<file path="src/hw/rtl/two_class_age_ordered_fifo_macros.svh">
// assertion macros for the two-class age-ordered fifo
`ifndef TWO_CLASS_AGE_ORDERED_FIFO_MACROS_SVH
`define TWO_CLASS_AGE_ORDERED_FIFO_MACROS_SVH

`ifndef NO_ASSERTIONS

`define TCAOF_ASSERT_SAME(label, ante, cons) \
   label: assert property (@(posedge clock) disable iff (reset) (ante) |-> (cons)) \
      else $error("same-cycle check failed");

`define TCAOF_ASSERT_NEXT(label, ante, cons) \
   label: assert property (@(posedge clock) disable iff (reset) (ante) |=> (cons)) \
      else $error("next-cycle check failed");

`else

`define TCAOF_ASSERT_SAME(label, ante, cons)

`define TCAOF_ASSERT_NEXT(label, ante, cons)

`endif

`endif

</file>
<file path="src/hw/rtl/tcaof_pkg.sv">
package tcaof_pkg;

   localparam int DEPTH      = 16;
   localparam int TAG_BITS   = 16;
   localparam int STAMP_BITS = $clog2(DEPTH) + 1;
   localparam int CNT_BITS   = $clog2(DEPTH + 1);

   localparam logic [1:0] CMD_ENQ  = 2'd0;
   localparam logic [1:0] CMD_DEQ0 = 2'd1;
   localparam logic [1:0] CMD_DEQ1 = 2'd2;
   localparam logic [1:0] CMD_ANY  = 2'd3;

   localparam logic [1:0] ST_OK    = 2'd0;
   localparam logic [1:0] ST_EMPTY = 2'd1;
   localparam logic [1:0] ST_FULL  = 2'd2;

   typedef struct packed {
      logic [1:0]          command;
      logic                item_class;
      logic [TAG_BITS-1:0] item_tag;
   } req_type;

   typedef struct packed {
      logic [1:0]          status;
      logic [TAG_BITS-1:0] out_tag;
      logic                out_class;
   } rsp_type;

   typedef struct packed {
      logic [STAMP_BITS-1:0] stamp;
      logic [TAG_BITS-1:0]   tag;
   } entry_type;

   typedef struct packed {
      logic push;
      logic pop;
   } queue_ctl_type;

   typedef struct packed {
      logic shift;
      logic load;
   } cell_ctl_type;

endpackage

</file>
<file path="src/hw/rtl/tcaof_cell.sv">
module tcaof_cell (
   input  logic                     clock,
   input  tcaof_pkg::cell_ctl_type  ctl,
   input  tcaof_pkg::entry_type     load_entry,
   input  tcaof_pkg::entry_type     next_entry,
   output tcaof_pkg::entry_type     entry
);
   import tcaof_pkg::*;

   entry_type entry_ff;
   entry_type entry_in;

   always_comb begin
      entry_in = entry_ff;
      if (ctl.shift) begin
         entry_in = next_entry;
      end else if (ctl.load) begin
         entry_in = load_entry;
      end
   end

   always_ff @(posedge clock) begin
      entry_ff <= entry_in;
   end

   assign entry = entry_ff;

endmodule

</file>
<file path="src/hw/rtl/tcaof_queue.sv">
`include "two_class_age_ordered_fifo_macros.svh"

module tcaof_queue (
   input  logic                            clock,
   input  logic                            reset,
   input  tcaof_pkg::queue_ctl_type        ctl,
   input  tcaof_pkg::entry_type            push_entry,
   output tcaof_pkg::entry_type            head,
   output logic                            empty,
   output logic                            full
);
   import tcaof_pkg::*;

   logic [CNT_BITS-1:0] count_ff;
   logic [CNT_BITS-1:0] count_in;
   entry_type           cells [DEPTH];

   // cell 0 is the head; a pop shifts every cell one place towards it
   for (genvar i = 0; i < DEPTH; i++) begin : g_cell
      cell_ctl_type cctl;
      entry_type    nxt;
      assign cctl.shift = ctl.pop;
      assign cctl.load  = ctl.push && (count_ff == CNT_BITS'(i));
      if (i == DEPTH - 1) begin : g_last
         assign nxt = cells[i];
      end else begin : g_mid
         assign nxt = cells[i+1];
      end
      tcaof_cell u_cell (
         .clock      (clock),
         .ctl        (cctl),
         .load_entry (push_entry),
         .next_entry (nxt),
         .entry      (cells[i])
      );
   end

   always_comb begin
      count_in = count_ff;
      if (ctl.push) begin
         count_in = count_ff + CNT_BITS'(1);
      end else if (ctl.pop) begin
         count_in = count_ff - CNT_BITS'(1);
      end
   end

   always_ff @(posedge clock) begin
      if (reset) begin
         count_ff <= '0;
      end else begin
         count_ff <= count_in;
      end
   end

   assign head  = cells[0];
   assign empty = (count_ff == '0);
   assign full  = (count_ff == CNT_BITS'(DEPTH));

   `TCAOF_ASSERT_SAME(a_no_push_full, ctl.push, !full)
   `TCAOF_ASSERT_SAME(a_no_pop_empty, ctl.pop, !empty && !ctl.push)
   `TCAOF_ASSERT_NEXT(a_pop_count, ctl.pop, count_ff == $past(count_ff) - CNT_BITS'(1))
   `TCAOF_ASSERT_NEXT(a_pop_head, ctl.pop && (count_ff > CNT_BITS'(1)), head == $past(cells[1]))

endmodule

</file>
<file path="src/hw/rtl/two_class_age_ordered_fifo.sv">
// two-class age-ordered fifo
// req channel: req_valid / req_ready carry one command word (enqueue, dequeue
// class zero, dequeue class one, dequeue oldest of either class)
// rsp channel: rsp_valid / rsp_ready return exactly one word per command with
// status, dequeued tag and its class
// each class queue is a row of cells with the head in the first cell; a pop
// shifts the whole row by one, a push loads the cell at the fill level
// the response word is registered and is offered in the cycle after the command word is accepted
// throughput: one command per cycle while the response side keeps taking words;
// the single output register sets this figure
// when the receiver stalls, the response word holds and req_ready stays low
// until it is taken
// reset empties both queues, clears the arrival stamp and drops any pending
// response word
`include "two_class_age_ordered_fifo_macros.svh"

module two_class_age_ordered_fifo (
   input  logic               clock,
   input  logic               reset,
   input  logic               req_valid,
   output logic               req_ready,
   input  tcaof_pkg::req_type req_word,
   output logic               rsp_valid,
   input  logic               rsp_ready,
   output tcaof_pkg::rsp_type rsp_word
);
   import tcaof_pkg::*;

   logic                  accept;
   logic                  rsp_valid_ff;
   logic                  rsp_valid_in;
   rsp_type               rsp_ff;
   rsp_type               rsp_in;
   logic [STAMP_BITS-1:0] stamp_ff;
   logic [STAMP_BITS-1:0] stamp_in;
   logic [STAMP_BITS-1:0] diff;
   logic                  one_older;
   logic                  pop_sel;
   logic                  do_pop;
   logic                  push_full;
   queue_ctl_type         ctl0;
   queue_ctl_type         ctl1;
   entry_type             push_entry;
   entry_type             head0;
   entry_type             head1;
   logic                  empty0;
   logic                  empty1;
   logic                  full0;
   logic                  full1;

   assign req_ready = !rsp_valid_ff || rsp_ready;
   assign accept    = req_valid && req_ready;

   assign push_entry.stamp = stamp_ff;
   assign push_entry.tag   = req_word.item_tag;

   assign diff      = head0.stamp - head1.stamp;
   assign one_older = (diff != '0) && !diff[STAMP_BITS-1];
   assign push_full = req_word.item_class ? full1 : full0;

   always_comb begin
      pop_sel = 1'b0;
      do_pop  = 1'b0;
      unique case (req_word.command)
         CMD_ENQ: begin
            pop_sel = 1'b0;
         end
         CMD_DEQ0: begin
            pop_sel = 1'b0;
         end
         CMD_DEQ1: begin
            pop_sel = 1'b1;
         end
         default: begin
            priority if (empty0) begin
               pop_sel = 1'b1;
            end else if (empty1) begin
               pop_sel = 1'b0;
            end else begin
               pop_sel = one_older;
            end
         end
      endcase
      if (req_word.command != CMD_ENQ) begin
         do_pop = pop_sel ? !empty1 : !empty0;
      end
   end

   always_comb begin
      ctl0     = '0;
      ctl1     = '0;
      stamp_in = stamp_ff;
      rsp_in   = rsp_ff;
      if (accept) begin
         rsp_in = '0;
         if (req_word.command == CMD_ENQ) begin
            if (push_full) begin
               rsp_in.status = ST_FULL;
            end else begin
               rsp_in.status = ST_OK;
               ctl0.push     = !req_word.item_class;
               ctl1.push     = req_word.item_class;
               stamp_in      = stamp_ff + STAMP_BITS'(1);
            end
         end else if (do_pop) begin
            rsp_in.status    = ST_OK;
            rsp_in.out_tag   = pop_sel ? head1.tag : head0.tag;
            rsp_in.out_class = pop_sel;
            ctl0.pop         = !pop_sel;
            ctl1.pop         = pop_sel;
         end else begin
            rsp_in.status = ST_EMPTY;
         end
      end
   end

   assign rsp_valid_in = accept || (rsp_valid_ff && !rsp_ready);

   always_ff @(posedge clock) begin
      if (reset) begin
         rsp_valid_ff <= 1'b0;
         stamp_ff     <= '0;
      end else begin
         rsp_valid_ff <= rsp_valid_in;
         stamp_ff     <= stamp_in;
      end
   end

   always_ff @(posedge clock) begin
      rsp_ff <= rsp_in;
   end

   tcaof_queue u_queue0 (
      .clock      (clock),
      .reset      (reset),
      .ctl        (ctl0),
      .push_entry (push_entry),
      .head       (head0),
      .empty      (empty0),
      .full       (full0)
   );

   tcaof_queue u_queue1 (
      .clock      (clock),
      .reset      (reset),
      .ctl        (ctl1),
      .push_entry (push_entry),
      .head       (head1),
      .empty      (empty1),
      .full       (full1)
   );

   assign rsp_valid = rsp_valid_ff;
   assign rsp_word  = rsp_ff;

   `TCAOF_ASSERT_NEXT(a_accept_rsp, accept, rsp_valid_ff)
   `TCAOF_ASSERT_SAME(a_one_queue_op, 1'b1, $countones({ctl0, ctl1}) <= 1)
   `TCAOF_ASSERT_NEXT(a_stamp_push, ctl0.push || ctl1.push, stamp_ff == $past(stamp_ff) + STAMP_BITS'(1))

endmodule
</file>
<file path="config.mk">
export PLATFORM = sky130hd
export DESIGN_NAME = two_class_age_ordered_fifo
export DESIGN_NICKNAME = d
export VERILOG_FILES = /design/src/hw/rtl/tcaof_pkg.sv /design/src/hw/rtl/tcaof_cell.sv /design/src/hw/rtl/tcaof_queue.sv /design/src/hw/rtl/two_class_age_ordered_fifo.sv
export VERILOG_INCLUDE_DIRS = /design/src /design/src/hw/rtl
export SDC_FILE = /design/constraint.sdc
export NUM_CORES = 1
export LEC_CHECK = 0
export BUFFER_PORTS_ARGS = -buffer_cell sky130_fd_sc_hd__buf_2
export CAP_MARGIN = 20
export CORE_UTILIZATION = 56
export DETAILED_ROUTE_END_ITERATION = 7
export PLACE_DENSITY_LB_ADDON = 0.05
export SLEW_MARGIN = 40
export SYNTH_ARGS = -nofsm -noshare
export SYNTH_HDL_FRONTEND = slang
export SYNTH_SLANG_ARGS = --single-unit
</file>
<file path="constraint.sdc">
create_clock -name clock -period 3.75 [get_ports clock]
set_input_delay 0.1875 -clock clock [delete_from_list [all_inputs] [get_ports clock]]
set_output_delay 0.1875 -clock clock [all_outputs]
set_load 0.02 [all_outputs]
</file>
==> results.txt <==
Initial Util: 57.0%
Setup CP Type: flop to flop
DR iter-0 viols: 1428
Yosys reg bits: 707
Crit path largest cell delay: 0.49 ns
startpoint types: flop
RSZ-0062 raised after global routing: false
Post-synth EDFFs: 691
Resize count post-CTS: 0
first-pass GRT wire length: 90.0 mm
sequential cell area fraction in the yosys report: 73.2%
Root Buffer: clkbuf_16
Distinct cells, synth: 62
Total Die Area: 0.0523 mm^2
Tcrit/Tclk final: 88.0%
IO Port Bufs: 43
vias: 15000
antenna violations before repair: 1
min cycle time layout: 3.30 ns
fmax: 303 MHz
Inst Count DP: 2375
Leak: 14.2 nW
Row Count: 82
peak supply drop: 0.000485 V
Area Growth Syn to Fin: 10.5%
Final ANT Viol Nets: 0
Max clock buf depth: 3
Total Routed Length: 58.2 mm
final number of hold-violating endpoints: 0
Hold-fix buffers, CTS: 18
status: finished clean
drt via density: 5.93
Slew HR: 46.6%
Post-Layout Cell Count: 2525
Net Count, Synth: 1772
CP Launch Point: u_queue1.g_cell[0].u_cell.entry[19]
Slew Limit Fails: 0
async set-reset flop share out of synthesis: 0%
HP Start: rsp_ready
P per Cell Area: 759 mW/mm^2
register-to-register setup slack: 0.45 ns
Netlist Area Pre-Place: 0.0288 mm^2
CP Cell Sequence: inv_1 > ha_1 > xor2_1 > or4_1 > a31oi_1 > a21o_4 > buf_12 > nor2b_4 > a21o_1
Post-CTS Setup Inserts: 0
ratio of cells with drive above 1 in the final layout: 14.0%
global-route usage over all layers: 22.8%
RePlAce Congestion: 0.875
first drt pass iteration count: 5
commonest non-fill, non-tap cell in the layout: edfxtp_1
CP max FO: 139
Syn Area/Cell: 16.6 um^2
Crit. End Element: flop
commonest non-fill, non-tap cells in the layout: edfxtp_1, a21o_1, clkbuf_16, buf_4, buf_2
WP data arrival: 3.65 ns
I/O pin cnt: 44
fin nets: 1837
CP required: 4.11 ns
max-cap check violation count: 0
critical path's slowest cell: or4_1
# DRC: 0
Yosys warning total: 0
CTS tree: done
chip height: 229 um
ys flop type: edfxtp_1
CTS clk-pin slew, worst paths: 0.06 ns
Core ar.: 0.0505 mm^2
worst-margin pin slew: 0.798 ns
Routed WL per cell: 23.0 um
worst-skew pair later-pin latency: 0.61 ns
Post-DP HPWL: 33.9 mm
via count of the first global-routing pass: 14700
Synth Instances: 1732
Finish-stage setup viols: 0
FF-to-FF Start: u_queue1.g_cell[0].u_cell.entry[19]
largest net degree at the start of global routing: 140
Remaining Overflow, GRT: 0
clk_skew: 0.0157 ns
ANT cells: 0
setup TNS: 0 ns
Final Core Density: 63.0%
clock sinks: 707
Hold/Removal Path Class: input port to flop
Num CTS Buffers: 73
chip width: 229 um
htree depth: 3
[per-stage QoR]
| stage | total power, mW | cell area (um^2) | hold slack, ns | worst slack [ns] |
|---|---|---|---|---|
| finish | 24.1 | 31800 | 0.0497 | 0.451 |
| detailed placement | 17.6 | 29400 | 0.459 | 0.469 |
| global placement | 17.4 | 29400 | 0.458 | 0.522 |
| floorplan | 16.1 | 28800 | 0.286 | 0.403 |
| CTS | 24.3 | 31800 | 0.00655 | 0.458 |
| global route | 25.3 | 31800 | 0.0375 | 0.280 |
[sequential cells by signal (all words and copies together), names as in the netlist]
register and cells:
u_queue0.count_ff 5, u_queue0.g_cell.u_cell.entry 336, u_queue1.count_ff 5, rsp_word 19, rsp_valid 1, stamp_ff 5
u_queue1.g_cell.u_cell.entry 336
[worst max-delay path, delay by kind of cell (launching register included)]
kind,cells,cell delay (ns)
AND/OR/NAND/NOR,2,0.69
XOR/XNOR,1,0.17
adder cells (fa/ha/maj),1,0.26
flip-flops,1,0.44
AO/OA/AOI/OAI,3,0.80
buffers and inverters,2,0.56
[logic make-up (layout without fill, tap and decap cells)]
logic type               count (synthesis)  in the layout  share of synthesized area (%)
AO/OA/AOI/OAI                          707            707                           18.5
flip-flops                             707            707                           73.2
buffers and inverters                  150            271                           3.86
AND/OR/NAND/NOR                        142            142                           3.41
adder cells (fa/ha/maj)                 17             17                          0.739
XOR/XNOR                                 6              6                          0.183
multiplexers                             3              3                          0.104
[layout make-up]
cell class / count / area (um^2)
Clock buffer: 97 / 1940
Clock inverter: 34 / 241
Fill cell: 3767 / 18700
Inverter: 18 / 67.6
Multi-Input combinational cell: 875 / 6700
Sequential cell: 707 / 21100
Tap cell: 672 / 841
Timing Repair Buffer: 122 / 936
[worst paths after layout]
check,endpoint,depth (start not counted)
setup reg to reg,u_queue0.g_cell[3].u_cell.entry[11],9
hold / removal,rsp_valid,3
hold reg to reg,u_queue1.g_cell[7].u_cell.entry[6],1
setup / recovery,u_queue0.g_cell[3].u_cell.entry[11],9
[power by group]
group	switching [mW]	internal (mW)	leakage, nW
sequential	0.515	11.4	6.50
clock	2.92	3.79	1.07
combinational	3.59	1.95	6.66
[synth_stat cells, types with 3 or more instances]
cell type | count | share of area, %
a21o_1 | 646 | 17
nor3_1 | 7 | 0.12
buf_8 | 4 | 0.21
a21oi_1 | 8 | 0.14
nor4b_1 | 4 | 0.12
dfxtp_1 | 16 | 1.1
buf_2 | 49 | 0.85
xor2_1 | 4 | 0.12
nand2_1 | 27 | 0.35
o311a_1 | 3 | 0.10
and3_1 | 5 | 0.11
nand2b_1 | 3 | 0.065
nand3_1 | 5 | 0.087
nor2b_1 | 10 | 0.22
buf_6 | 44 | 1.7
o21ai_0 | 10 | 0.17
a211oi_1 | 3 | 0.078
clkbuf_1 | 8 | 0.10
ha_1 | 17 | 0.74
nor4_1 | 4 | 0.087
edfxtp_1 | 691 | 72
nor2b_2 | 22 | 0.67
or3_1 | 5 | 0.11
nor2b_4 | 13 | 0.62
nor2_1 | 12 | 0.16
and2_1 | 3 | 0.065
buf_4 | 25 | 0.65
inv_1 | 17 | 0.22
nand4_1 | 9 | 0.20
mux2i_1 | 3 | 0.10
a22o_1 | 16 | 0.49
[metal layers]
| layer | vias to the layer above | wire [um] | track usage [%] |
|---|---|---|---|
| li1 | 6822 | - | - |
| met1 | 7664 | 27500 | 34.1 |
| met2 | 401 | 26200 | 34.5 |
| met3 | 91 | 2960 | 3.77 |
| met4 | 2 | 1490 | 6.54 |
| met5 | - | 9 | 0 |
Power figures use the tool's default switching activity.
